### config.mk
export PLATFORM = sky130hd
export DESIGN_NAME = svm_seq
export DESIGN_NICKNAME = d
export VERILOG_FILES = /design/src/hdl/svm_pkg.sv /design/src/hdl/svm_seq.sv
export SDC_FILE = /design/constraint.sdc
export NUM_CORES = 1
export LEC_CHECK = 0
export BUFFER_PORTS_ARGS = -buffer_cell sky130_fd_sc_hd__clkbuf_2
export CAP_MARGIN = 20
export CORE_MARGIN = 2
export CORE_UTILIZATION = 55
export DETAILED_ROUTE_END_ITERATION = 6
export GPL_TIMING_DRIVEN = 0
export PLACE_DENSITY = 0.81
export SETUP_SLACK_MARGIN = 0.02
export SKIP_LAST_GASP = 1
export SLEW_MARGIN = 20
export SYNTH_ARGS = -nofsm -noshare
export SYNTH_HDL_FRONTEND = slang
export SYNTH_SLANG_ARGS = --single-unit
### constraint.sdc
create_clock -name clock -period 4.8 [get_ports clock]
set_input_delay 0.24 -clock clock [delete_from_list [all_inputs] [get_ports clock]]
set_output_delay 0.24 -clock clock [all_outputs]
set_load 0.05 [all_outputs]
### src/hdl/svm_pkg.sv
// ----------------------------------------------------------------------------
// svm_pkg: shared types and microcode for the sample voice mixer
// Holds the command codes, register indexes, control word layout and the
// read-only microprogram that the sequencer steps through.
// ----------------------------------------------------------------------------
package svm_pkg;

   // Default sizes
   localparam int DEF_VOICES       = 8;
   localparam int DEF_SAMPLE_WORDS = 65536;

   // Volume a voice starts with on play
   localparam logic [7:0] START_VOLUME = 8'd128;

   // Command codes of the request channel
   localparam logic [1:0] CMD_WRITE  = 2'd0;
   localparam logic [1:0] CMD_PLAY   = 2'd1;
   localparam logic [1:0] CMD_VOLUME = 2'd2;
   localparam logic [1:0] CMD_TICK   = 2'd3;

   // Configuration register indexes
   localparam int CSR_IDX_W = 1;
   localparam logic [CSR_IDX_W-1:0] CSR_RESERVED = 1'd0;
   localparam logic [CSR_IDX_W-1:0] CSR_IN_USE   = 1'd1;

   // Microprogram addresses
   localparam int PC_W = 4;
   localparam logic [PC_W-1:0] PC_FETCH      = 4'd0;
   localparam logic [PC_W-1:0] PC_WRITE      = 4'd1;
   localparam logic [PC_W-1:0] PC_PICK_INIT  = 4'd2;
   localparam logic [PC_W-1:0] PC_PICK_SCAN  = 4'd3;
   localparam logic [PC_W-1:0] PC_PLAY_NAMED = 4'd4;
   localparam logic [PC_W-1:0] PC_PLAY_START = 4'd5;
   localparam logic [PC_W-1:0] PC_SET_VOL    = 4'd6;
   localparam logic [PC_W-1:0] PC_MIX_INIT   = 4'd7;
   localparam logic [PC_W-1:0] PC_MIX_RUN    = 4'd8;
   localparam logic [PC_W-1:0] PC_MIX_DRAIN  = 4'd9;
   localparam logic [PC_W-1:0] PC_MIX_SAT    = 4'd10;
   localparam logic [PC_W-1:0] PC_PUBLISH    = 4'd11;

   // Datapath operation of one step
   typedef enum logic [3:0] {
      OP_NOP,
      OP_FETCH,
      OP_WRITE,
      OP_PICK_INIT,
      OP_PICK_SCAN,
      OP_PLAY_NAMED,
      OP_PLAY_START,
      OP_SET_VOL,
      OP_MIX_INIT,
      OP_MIX_RUN,
      OP_MIX_SAT,
      OP_PUBLISH
   } op_type;

   // Jump condition of one step
   typedef enum logic [2:0] {
      COND_ALWAYS,
      COND_ACCEPT,
      COND_MANUAL,
      COND_PICK_DONE,
      COND_MIX_OVER,
      COND_OUT_FREE
   } cond_type;

   // One control word: on a met condition jump to target, else advance or hold
   typedef struct packed {
      op_type          op;
      cond_type        cond;
      logic [PC_W-1:0] target;
      logic            advance;
   } uword_type;

   // Datapath status seen by the sequencer
   typedef struct packed {
      logic       accept;
      logic [1:0] cmd;
      logic       manual;
      logic       pick_done;
      logic       mix_over;
      logic       out_free;
   } status_type;

   function automatic uword_type make_uword(op_type op, cond_type cond,
                                            logic [PC_W-1:0] target, logic advance);
      uword_type w;
      w.op      = op;
      w.cond    = cond;
      w.target  = target;
      w.advance = advance;
      return w;
   endfunction

   // Microprogram ROM
   function automatic uword_type ucode(logic [PC_W-1:0] pc);
      uword_type w;
      case (pc)
         PC_FETCH:      w = make_uword(OP_FETCH,      COND_ACCEPT,    PC_FETCH,      1'b0);
         PC_WRITE:      w = make_uword(OP_WRITE,      COND_ALWAYS,    PC_PUBLISH,    1'b0);
         PC_PICK_INIT:  w = make_uword(OP_PICK_INIT,  COND_MANUAL,    PC_PLAY_NAMED, 1'b1);
         PC_PICK_SCAN:  w = make_uword(OP_PICK_SCAN,  COND_PICK_DONE, PC_PLAY_START, 1'b0);
         PC_PLAY_NAMED: w = make_uword(OP_PLAY_NAMED, COND_ALWAYS,    PC_PLAY_START, 1'b0);
         PC_PLAY_START: w = make_uword(OP_PLAY_START, COND_ALWAYS,    PC_PUBLISH,    1'b0);
         PC_SET_VOL:    w = make_uword(OP_SET_VOL,    COND_ALWAYS,    PC_PUBLISH,    1'b0);
         PC_MIX_INIT:   w = make_uword(OP_MIX_INIT,   COND_ALWAYS,    PC_MIX_RUN,    1'b0);
         PC_MIX_RUN:    w = make_uword(OP_MIX_RUN,    COND_MIX_OVER,  PC_MIX_DRAIN,  1'b0);
         PC_MIX_DRAIN:  w = make_uword(OP_MIX_RUN,    COND_ALWAYS,    PC_MIX_SAT,    1'b0);
         PC_MIX_SAT:    w = make_uword(OP_MIX_SAT,    COND_ALWAYS,    PC_PUBLISH,    1'b0);
         PC_PUBLISH:    w = make_uword(OP_PUBLISH,    COND_OUT_FREE,  PC_FETCH,      1'b0);
         default:       w = make_uword(OP_NOP,        COND_ALWAYS,    PC_FETCH,      1'b0);
      endcase
      return w;
   endfunction

   // Entry point of each command
   function automatic logic [PC_W-1:0] dispatch(logic [1:0] cmd);
      logic [PC_W-1:0] pc;
      case (cmd)
         CMD_WRITE:  pc = PC_WRITE;
         CMD_PLAY:   pc = PC_PICK_INIT;
         CMD_VOLUME: pc = PC_SET_VOL;
         CMD_TICK:   pc = PC_MIX_INIT;
         default:    pc = PC_FETCH;
      endcase
      return pc;
   endfunction

endpackage

### src/hdl/svm_seq.sv
// ----------------------------------------------------------------------------
// svm_seq: microcode sequencer of the sample voice mixer
// Holds the step counter, reads the control word from the program ROM and
// picks the next step from the jump condition and the datapath status.
// ----------------------------------------------------------------------------
module svm_seq (
   input  logic                   clock,
   input  logic                   reset,
   input  svm_pkg::status_type    status,
   output svm_pkg::uword_type     uword
);

   logic [svm_pkg::PC_W-1:0] pc_ff;
   logic [svm_pkg::PC_W-1:0] pc_in;
   logic [svm_pkg::PC_W-1:0] target;
   logic                     cond_met;

   // Read the control word of the current step
   assign uword = svm_pkg::ucode(pc_ff);

   // Evaluate the jump condition
   always_comb begin
      case (uword.cond)
         svm_pkg::COND_ALWAYS:    cond_met = 1'b1;
         svm_pkg::COND_ACCEPT:    cond_met = status.accept;
         svm_pkg::COND_MANUAL:    cond_met = status.manual;
         svm_pkg::COND_PICK_DONE: cond_met = status.pick_done;
         svm_pkg::COND_MIX_OVER:  cond_met = status.mix_over;
         svm_pkg::COND_OUT_FREE:  cond_met = status.out_free;
         default:                 cond_met = 1'b0;
      endcase
   end

   // Jump, advance or hold
   always_comb begin
      if (uword.cond == svm_pkg::COND_ACCEPT) begin
         target = svm_pkg::dispatch(status.cmd);
      end else begin
         target = uword.target;
      end
      if (cond_met) begin
         pc_in = target;
      end else if (uword.advance) begin
         pc_in = pc_ff + 1'b1;
      end else begin
         pc_in = pc_ff;
      end
   end

   always_ff @(posedge clock) begin
      if (reset) begin
         pc_ff <= svm_pkg::PC_FETCH;
      end else begin
         pc_ff <= pc_in;
      end
   end

endmodule

==> results of run 1 <==
## sequential cells by signal (all words and copies together), names as in the netlist
name   count
uword     12
pc_ff      4
## layer usage
metal / vias up / wire (microns) / track usage [%] / part of all wire (%)
li1: 560 / - / - / -
met1: 522 / 1280 / 31.5 / 47
met2: 27 / 1350 / 39.3 / 49
met3: 4 / 81 / 2.98 / 3.0
met4: 0 / 20 / 6.76 / 0.73
met5: - / 0 / 0 / 0
## cell usage in the layout, fill, tap and decap left out, types with 2 or more instances in the layout
master and instances:
clkbuf_2 20, nor2_1 18, dfxtp_1 16, a21oi_1 12, nand2_1 9, inv_1 9, ha_1 9, mux2i_1 6
clkbuf_1 5, xor2_1 4, o22ai_1 4, nand3_1 3, nor3_1 3, o21ai_0 3, clkbuf_4 3, o31ai_1 2
buf_2 2, nand2b_1 2, a311oi_1 2, or2_1 2, mux2_2 2, nand4_1 2, mux2_4 2, nor2b_1 2
o211ai_1 2, nor3b_1 2
## final cells by class
cell class / instances / area (sq um) / share of cell area (%)
tap: 27 / 33.8 / 2.49
clock buffer: 4 / 36.3 / 2.68
timing repair buffer: 20 / 100 / 7.39
multi-input combinational: 111 / 791 / 58.4
buffer: 8 / 40.0 / 2.95
sequential: 16 / 320 / 23.6
inverter: 9 / 33.8 / 2.49
## how the worst min path moves through the flow
stage,start,end,slack [ns],cells after the start
final,reset,pc_ff[3],0.29,2
after global routing,reset,pc_ff[3],0.29,2
after CTS,reset,pc_ff[3],0.28,2
after detailed placement,reset,pc_ff[3],0.58,2
after global placement,reset,pc_ff[3],0.58,2
after floorplan,reset,pc_ff[3],0.32,1
## power by group through the flow
stage | clock [mW] | combinational (mW) | sequential (mW)
6_report | 0.0888 | 0.648 | 0.227
5_1_grt | 0.0964 | 0.705 | 0.235
4_1_cts | 0.0896 | 0.644 | 0.227
3_5_place_dp | 0 | 0.642 | 0.230
3_3_place_gp | 0 | 0.619 | 0.226
2_1_floorplan | 0 | 0.397 | 0.338
## cells by family (layout without fill, tap and decap cells)
kind of cell | count (synthesis) | count (layout) | synth area share [%]
xor gates and xnor gates | 5 | 5 | 3.70
AOI/OAI and AO/OA | 36 | 36 | 20.4
and+or+nand+nor | 51 | 51 | 23.7
muxes | 10 | 10 | 9.50
adders and majority gates | 9 | 9 | 9.50
buffers and inverters | 17 | 41 | 6.23
DFF | 16 | 16 | 27.0
## stage by stage
stage          util [%]  instance area (sq um)
6_report           67.7                   1360
2_1_floorplan         -                   1180
3_3_place_gp       65.9                   1320
4_1_cts            67.7                   1360
3_5_place_dp       65.9                   1320
5_1_grt            67.7                   1360
==> results.md, run 1 <==
* Die ar. at 2540 sq um
* Die Ht at between 50 and 60 microns
* Vias per cell at approximately 5.7
* Fin. max-slew vios at 0
* CTS buffer count at 3
* Reg-to-Reg End: uword[9]
* # setup viols final at 0
* Gate power share at between 60% and 70%
* CTS Hold Bufs at 0
* R2R setup slack at just under 2 ns
* GP Congestion at 0.815
* Number of flops mapped to enable cells by yosys at 0
* Most Frequent Cell on Critical Path: nor2_1
* N_diodes at 0
* CTS Sinks at 16
* Sw frac at 51.7%
* Worst path arrival time at between 3 and 4 ns
* I/O Buffers at 20
* Clock share of power at a little under a tenth
* F_max at around 350 MHz
* Reg clk slew, reported paths at around 0.1 ns
* Commonest cells in the netlist: 18 x nor2_1, 16 x dfxtp_1, 12 x a21oi_1
* Area of the mapped netlist at ~1200 sq um
* Sequential share of the synthesized area at between 20 and 30%
* FF-to-FF path depth at 9
* Worst Path Max Fanout at 10
* Relative slew slack at between 50% and 60%
* R2R Path Start: uword[7]
* Hold Slack at slightly below 0.3 ns
* Number of synthesized register bits at 16
* Vias in the first global route at between 1000 and 1500
* Via count at 1113
* Root Driver: clkbuf_4
* Most frequent cell after synthesis: nor2_1
* CP max stage delay at 0.56 ns
* Syn Area/Cell at approximately 8.2 sq um
* Worst-case clock buffer depth at 2
* Pre-CTS setup slack at 2.00 ns
* Core area at 2000 sq um
* Worst setup margin at 1.96 ns
* Pwr per Cell Area at ~710 nW/um^2
* Least-Margin Pin Slew at around 0.63 ns
* Layout Nets at 187
* Die outline width at between 50 and 60 microns
* Row count at 16
* Htree depth at 1
* Fraction of registers with async set/reset at 0%
* Total leakage power at between 0.6 and 0.7 nW
* Prevailing post-synth register cell: dfxtp_1
* # fillers at between 150 and 200
* Setup Fix Bufs, Post-CTS at 0
* Pin count of the biggest net entering global routing at 11
* Drt total wl at around 2700 microns
* Cell internal pwr at roughly 0.47 mW
* CP startpoint: uword[7]
* CP Data Required Time at roughly 5 ns
* VDD IR max at roughly 0.48 mV
* Setup Skew at about 0.0088 ns
* Grt total ovfl at 0
* Worst setup SP type: register
* Sw power at between 0.4 and 0.5 mW
* Detailed Routing Iterations Pass 1 at 4
* Tot Pwr at about 0.96 mW
* Antenna violations before repair at 0
* Cell taking the most area after synthesis: dfxtp_1
* Synth top area share at a little over a quarter
* HP Class: in2reg
* Critical Path Sink Type: register
* Post-synth cell types at 45
* Post-route ant nets at 0
* Max Cap Violations at 0
* Starting density of the core at around three fifths
* Crit-path cells: mux2i_1 > a211oi_2 > nor2_1 > buf_2 > nor2_1 > a311oi_1 > inv_1 > ha_1 > mux2_4
* Layout cells sized above 1 at a little over a fifth
* Run status: completed
* Worst Setup EP: uword[9]
* Main area contributors after synthesis: dfxtp_1 27%, ha_1 9.5%, nor2_1 5.7%, a21oi_1 5.1%, mux2i_1 5.1%
* WL per Instance at approximately 14 microns
* Placed Instances at 191
* Clk Latency, worst-skew pair at around 0.29 ns
* Sequential share of power at roughly a quarter
* Layout Area Growth over Synthesis at 14.4%
* Post-CTS resize count at 0
* DR iter-0 viols at 33
* Drt drc at 0
* Final TNS setup at 0 ns
* HPWL after DPL at 2190 microns
* YS warnings at 0
* Final hold vios at 0
* Crit path time final at approximately 2.8 ns
* Bufs and invs on worst path at 2
* WP depth at 9
* Mapped Cells at 144
* CP max-delay cell: a311oi_1
* Gate family responsible for the most delay along the worst path: compound AO/OA/AOI/OAI gates
* WS Path Type: reg2reg
* First-pass GRT wire length at 4600 microns
* Final std cells w/o fill at between 150 and 200
* Period utilization at between 50 and 60%
* Ports at 21
* Syn nets at 162
* Gr usage total at 23.4%
* CTS tree: yes
* RSZ-0062 raised after global routing: false
No activity file was read; power rests on OpenSTA's default activity.
==> inputs of run 2 (changes only) <==
==> constraint.sdc (replaced) <==
create_clock -name clock -period 2.9 [get_ports clock]
set_input_delay 0.145 -clock clock [delete_from_list [all_inputs] [get_ports clock]]
set_output_delay 0.145 -clock clock [all_outputs]
set_load 0.05 [all_outputs]
==> run 2 against run 1 <==
Net effect: critical path depth stayed put; final cell count is the same; power is 66% higher; sequential share of layout area decreased by 0.11 points; global-route usage did not move; clock power grew 64%; critical endpoint unchanged.
==> results.md, run 2 (synthesis gave the netlist of run 1 again) <==
* Run status: completed
* Detailed Routing Iterations Pass 1 at 4 (unchanged)
* Crit-path cells: mux2i_1 > a211oi_2 > nor2_1 > buf_2 > nor2_1 > a311oi_2 > inv_1 > ha_1 > mux2_4
* Total leakage power at 0.637 nW (+0.16%)
* Clk Latency, worst-skew pair at 0.28 ns (about the same)
* Pre-CTS setup slack at 0.104 ns (-1.90 ns)
* Max reg flops at 12 (unchanged)
* R2R Path Start: uword[7]
* Layout cells sized above 1 at 21.4% (+0.60 points)
* Starting density of the core at 59.2% (unchanged)
* CP Data Required Time at 3.08 ns (-1.91 ns)
* Critical Path Sink Type: register
* Final hold vios at 0 (unchanged)
* Die outline width at 50.4 microns (unchanged)
* R2R setup slack at 0.22 ns (-1.73 ns)
* Via count at 1107 (-0.54%)
* Layout Nets at 187 (unchanged)
* Htree depth at 1 (unchanged)
* Drt total wl at 2730 microns (unchanged)
* CTS buffer count at 3 (unchanged)
* HP Class: in2reg
* Final TNS setup at 0 ns (unchanged)
* Final instance area at 1360 sq um (+0.46%)
* First-pass GRT wire length at 4600 microns (unchanged)
* Setup Skew at 0.00744 ns (-0.00133 ns)
* F_max at 374 MHz (+6.3%)
* Worst-case clock buffer depth at 2 (unchanged)
* CTS Hold Bufs at 0 (unchanged)
* GP Congestion at 0.815 (unchanged)
* Reg-to-Reg End: uword[9]
* Grt total ovfl at 0 (unchanged)
* Hold path startpoint: reset
* Worst path arrival time at 2.86 ns (-0.17 ns)
* Reg clk slew, reported paths at 0.10 ns (about the same)
* Most Frequent Cell on Critical Path: nor2_1
* Final std cells w/o fill at 195 (unchanged)
* Commonest non-fill, non-tap cells in the layout: 20 x clkbuf_2, 18 x nor2_1, 16 x dfxtp_1
* Worst Path Max Fanout at 10 (unchanged)
* Sequential share of power at 23.5% (about the same)
* VDD IR max at 0.786 mV (+65%)
* Gr usage total at 23.4% (unchanged)
* Pwr per Cell Area at 1180 nW/um^2 (+66%)
* Antenna violations before repair at 0 (unchanged)
* # setup viols final at 0 (unchanged)
* Row count at 16 (unchanged)
* GR Util met3 at 2.98% (unchanged)
* Root Driver: clkbuf_4
* CTS Sinks at 16 (unchanged)
* I/O Buffers at 20 (unchanged)
* Worst setup SP type: register
* Period utilization at 92.3% (+33 points)
* Gate power share at 67.4% (+0.2 points)
* CP max stage delay at 0.45 ns (-0.11 ns)
* DR iter-0 viols at 32 (-3.0%)
* Layout Area Growth over Synthesis at 14.9%
* Sw frac at 51.7% (about the same)
* Die Ht at 50.4 microns (unchanged)
* WL per Instance at 14.0 microns (unchanged)
* Gr busiest metal: met2
* Max Cap Violations at 0 (unchanged)
* CP max-delay cell: dfxtp_1
* Clock share of power at 9.1% (about the same)
* Fin. max-slew vios at 0 (unchanged)
* Met1 Use GR at 31.5% (unchanged)
* Pin count of the biggest net entering global routing at 11 (unchanged)
* WS Path Type: reg2reg
* HPWL after DPL at 2190 microns (unchanged)
* Met2 GRT Util at 39.3% (unchanged)
* Ports at 21 (unchanged)
* Core area at 2000 sq um (unchanged)
* Least-Margin Pin Slew at 0.455 ns (-0.176 ns)
* Die ar. at 2540 sq um (unchanged)
* Drt drc at 0 (unchanged)
* Placed Instances at 191 (unchanged)
* Most common cell after layout, fill and taps aside: clkbuf_2
* CTS tree: yes
* FF-to-FF path depth at 9 (unchanged)
* Cell internal pwr at 0.775 mW (+66%)
* Worst Hold Path Cells at 2 (unchanged)
* Relative slew slack at 69.7% (+12 points)
* N_diodes at 0 (unchanged)
* Sw power at 0.830 mW (+66%)
* Vias per cell at 5.68 (-0.54%)
* Vias in the first global route at 1022 (unchanged)
* Worst setup margin at 0.225 ns (-1.73 ns)
* RSZ-0062 raised after global routing: false
* Hold Path End: pc_ff[3]
* Crit path time final at 2.68 ns (-0.170 ns)
* Placement Cell Area at 1320 sq um (unchanged)
* Post-route ant nets at 0 (unchanged)
## run 2: worst max path at each step
stage | start | end | slack, ns
finish | uword[7] | uword[9] | 0.22
global route | uword[7] | uword[9] | 0.09
detailed placement | uword[7] | uword[9] | 0.10
CTS | uword[7] | uword[9] | 0.10
floorplan | uword[7] | uword[9] | 0.11
global placement | uword[7] | uword[9] | 0.18
## run 2: final cells by class
| class | instances | area, sq um |
|---|---|---|
| fillers | 170 | 641 |
| repair buffers | 20 | 100 |
| clock buffers | 4 | 36.3 |
| inverters | 9 | 33.8 |
| multi-input cells | 111 | 797 |
| plain buffers | 8 | 40.0 |
| flip-flops and latches | 16 | 320 |
| well taps | 27 | 33.8 |
## run 2: metrics by stage
stage / hold slack [ns] / util, % / power (mW)
after floorplan: 0.225 / - / 1.22
after global placement: 0.481 / 65.9 / 1.40
after detailed placement: 0.487 / 65.9 / 1.44
after CTS: 0.184 / 67.7 / 1.59
after global routing: 0.192 / 68.0 / 1.72
final: 0.198 / 68.0 / 1.60
## run 2: repair_timing
action / in CTS / in global routing
setup buffers: 0 / 0
setup endpoints to repair: 0 / 3
resized for setup: 0 / 1
hold endpoints to repair: 0 / 0
## run 2: routing by layer
| layer | wire length (microns) | up-vias |
|---|---|---|
| met5 | 0 | - |
| met4 | 35 | 0 |
| met3 | 114 | 6 |
| met2 | 1320 | 38 |
| met1 | 1260 | 505 |
| li1 | - | 558 |
## run 2: power groups by stage
stage	Sequential, mW	Clock [mW]	Combinational (mW)
global route	0.388	0.159	1.18
finish	0.377	0.146	1.08
floorplan	0.560	0	0.656
CTS	0.375	0.148	1.07
global placement	0.375	0	1.02
detailed placement	0.381	0	1.06
## run 2: critical path, delay by kind of cell, from the launching register on
kind | cells | cell delay, ns
flops | 1 | 0.45
compound gates | 2 | 0.53
mux | 2 | 0.53
buf+inv | 2 | 0.39
fa+ha+maj | 1 | 0.38
simple gates | 2 | 0.29
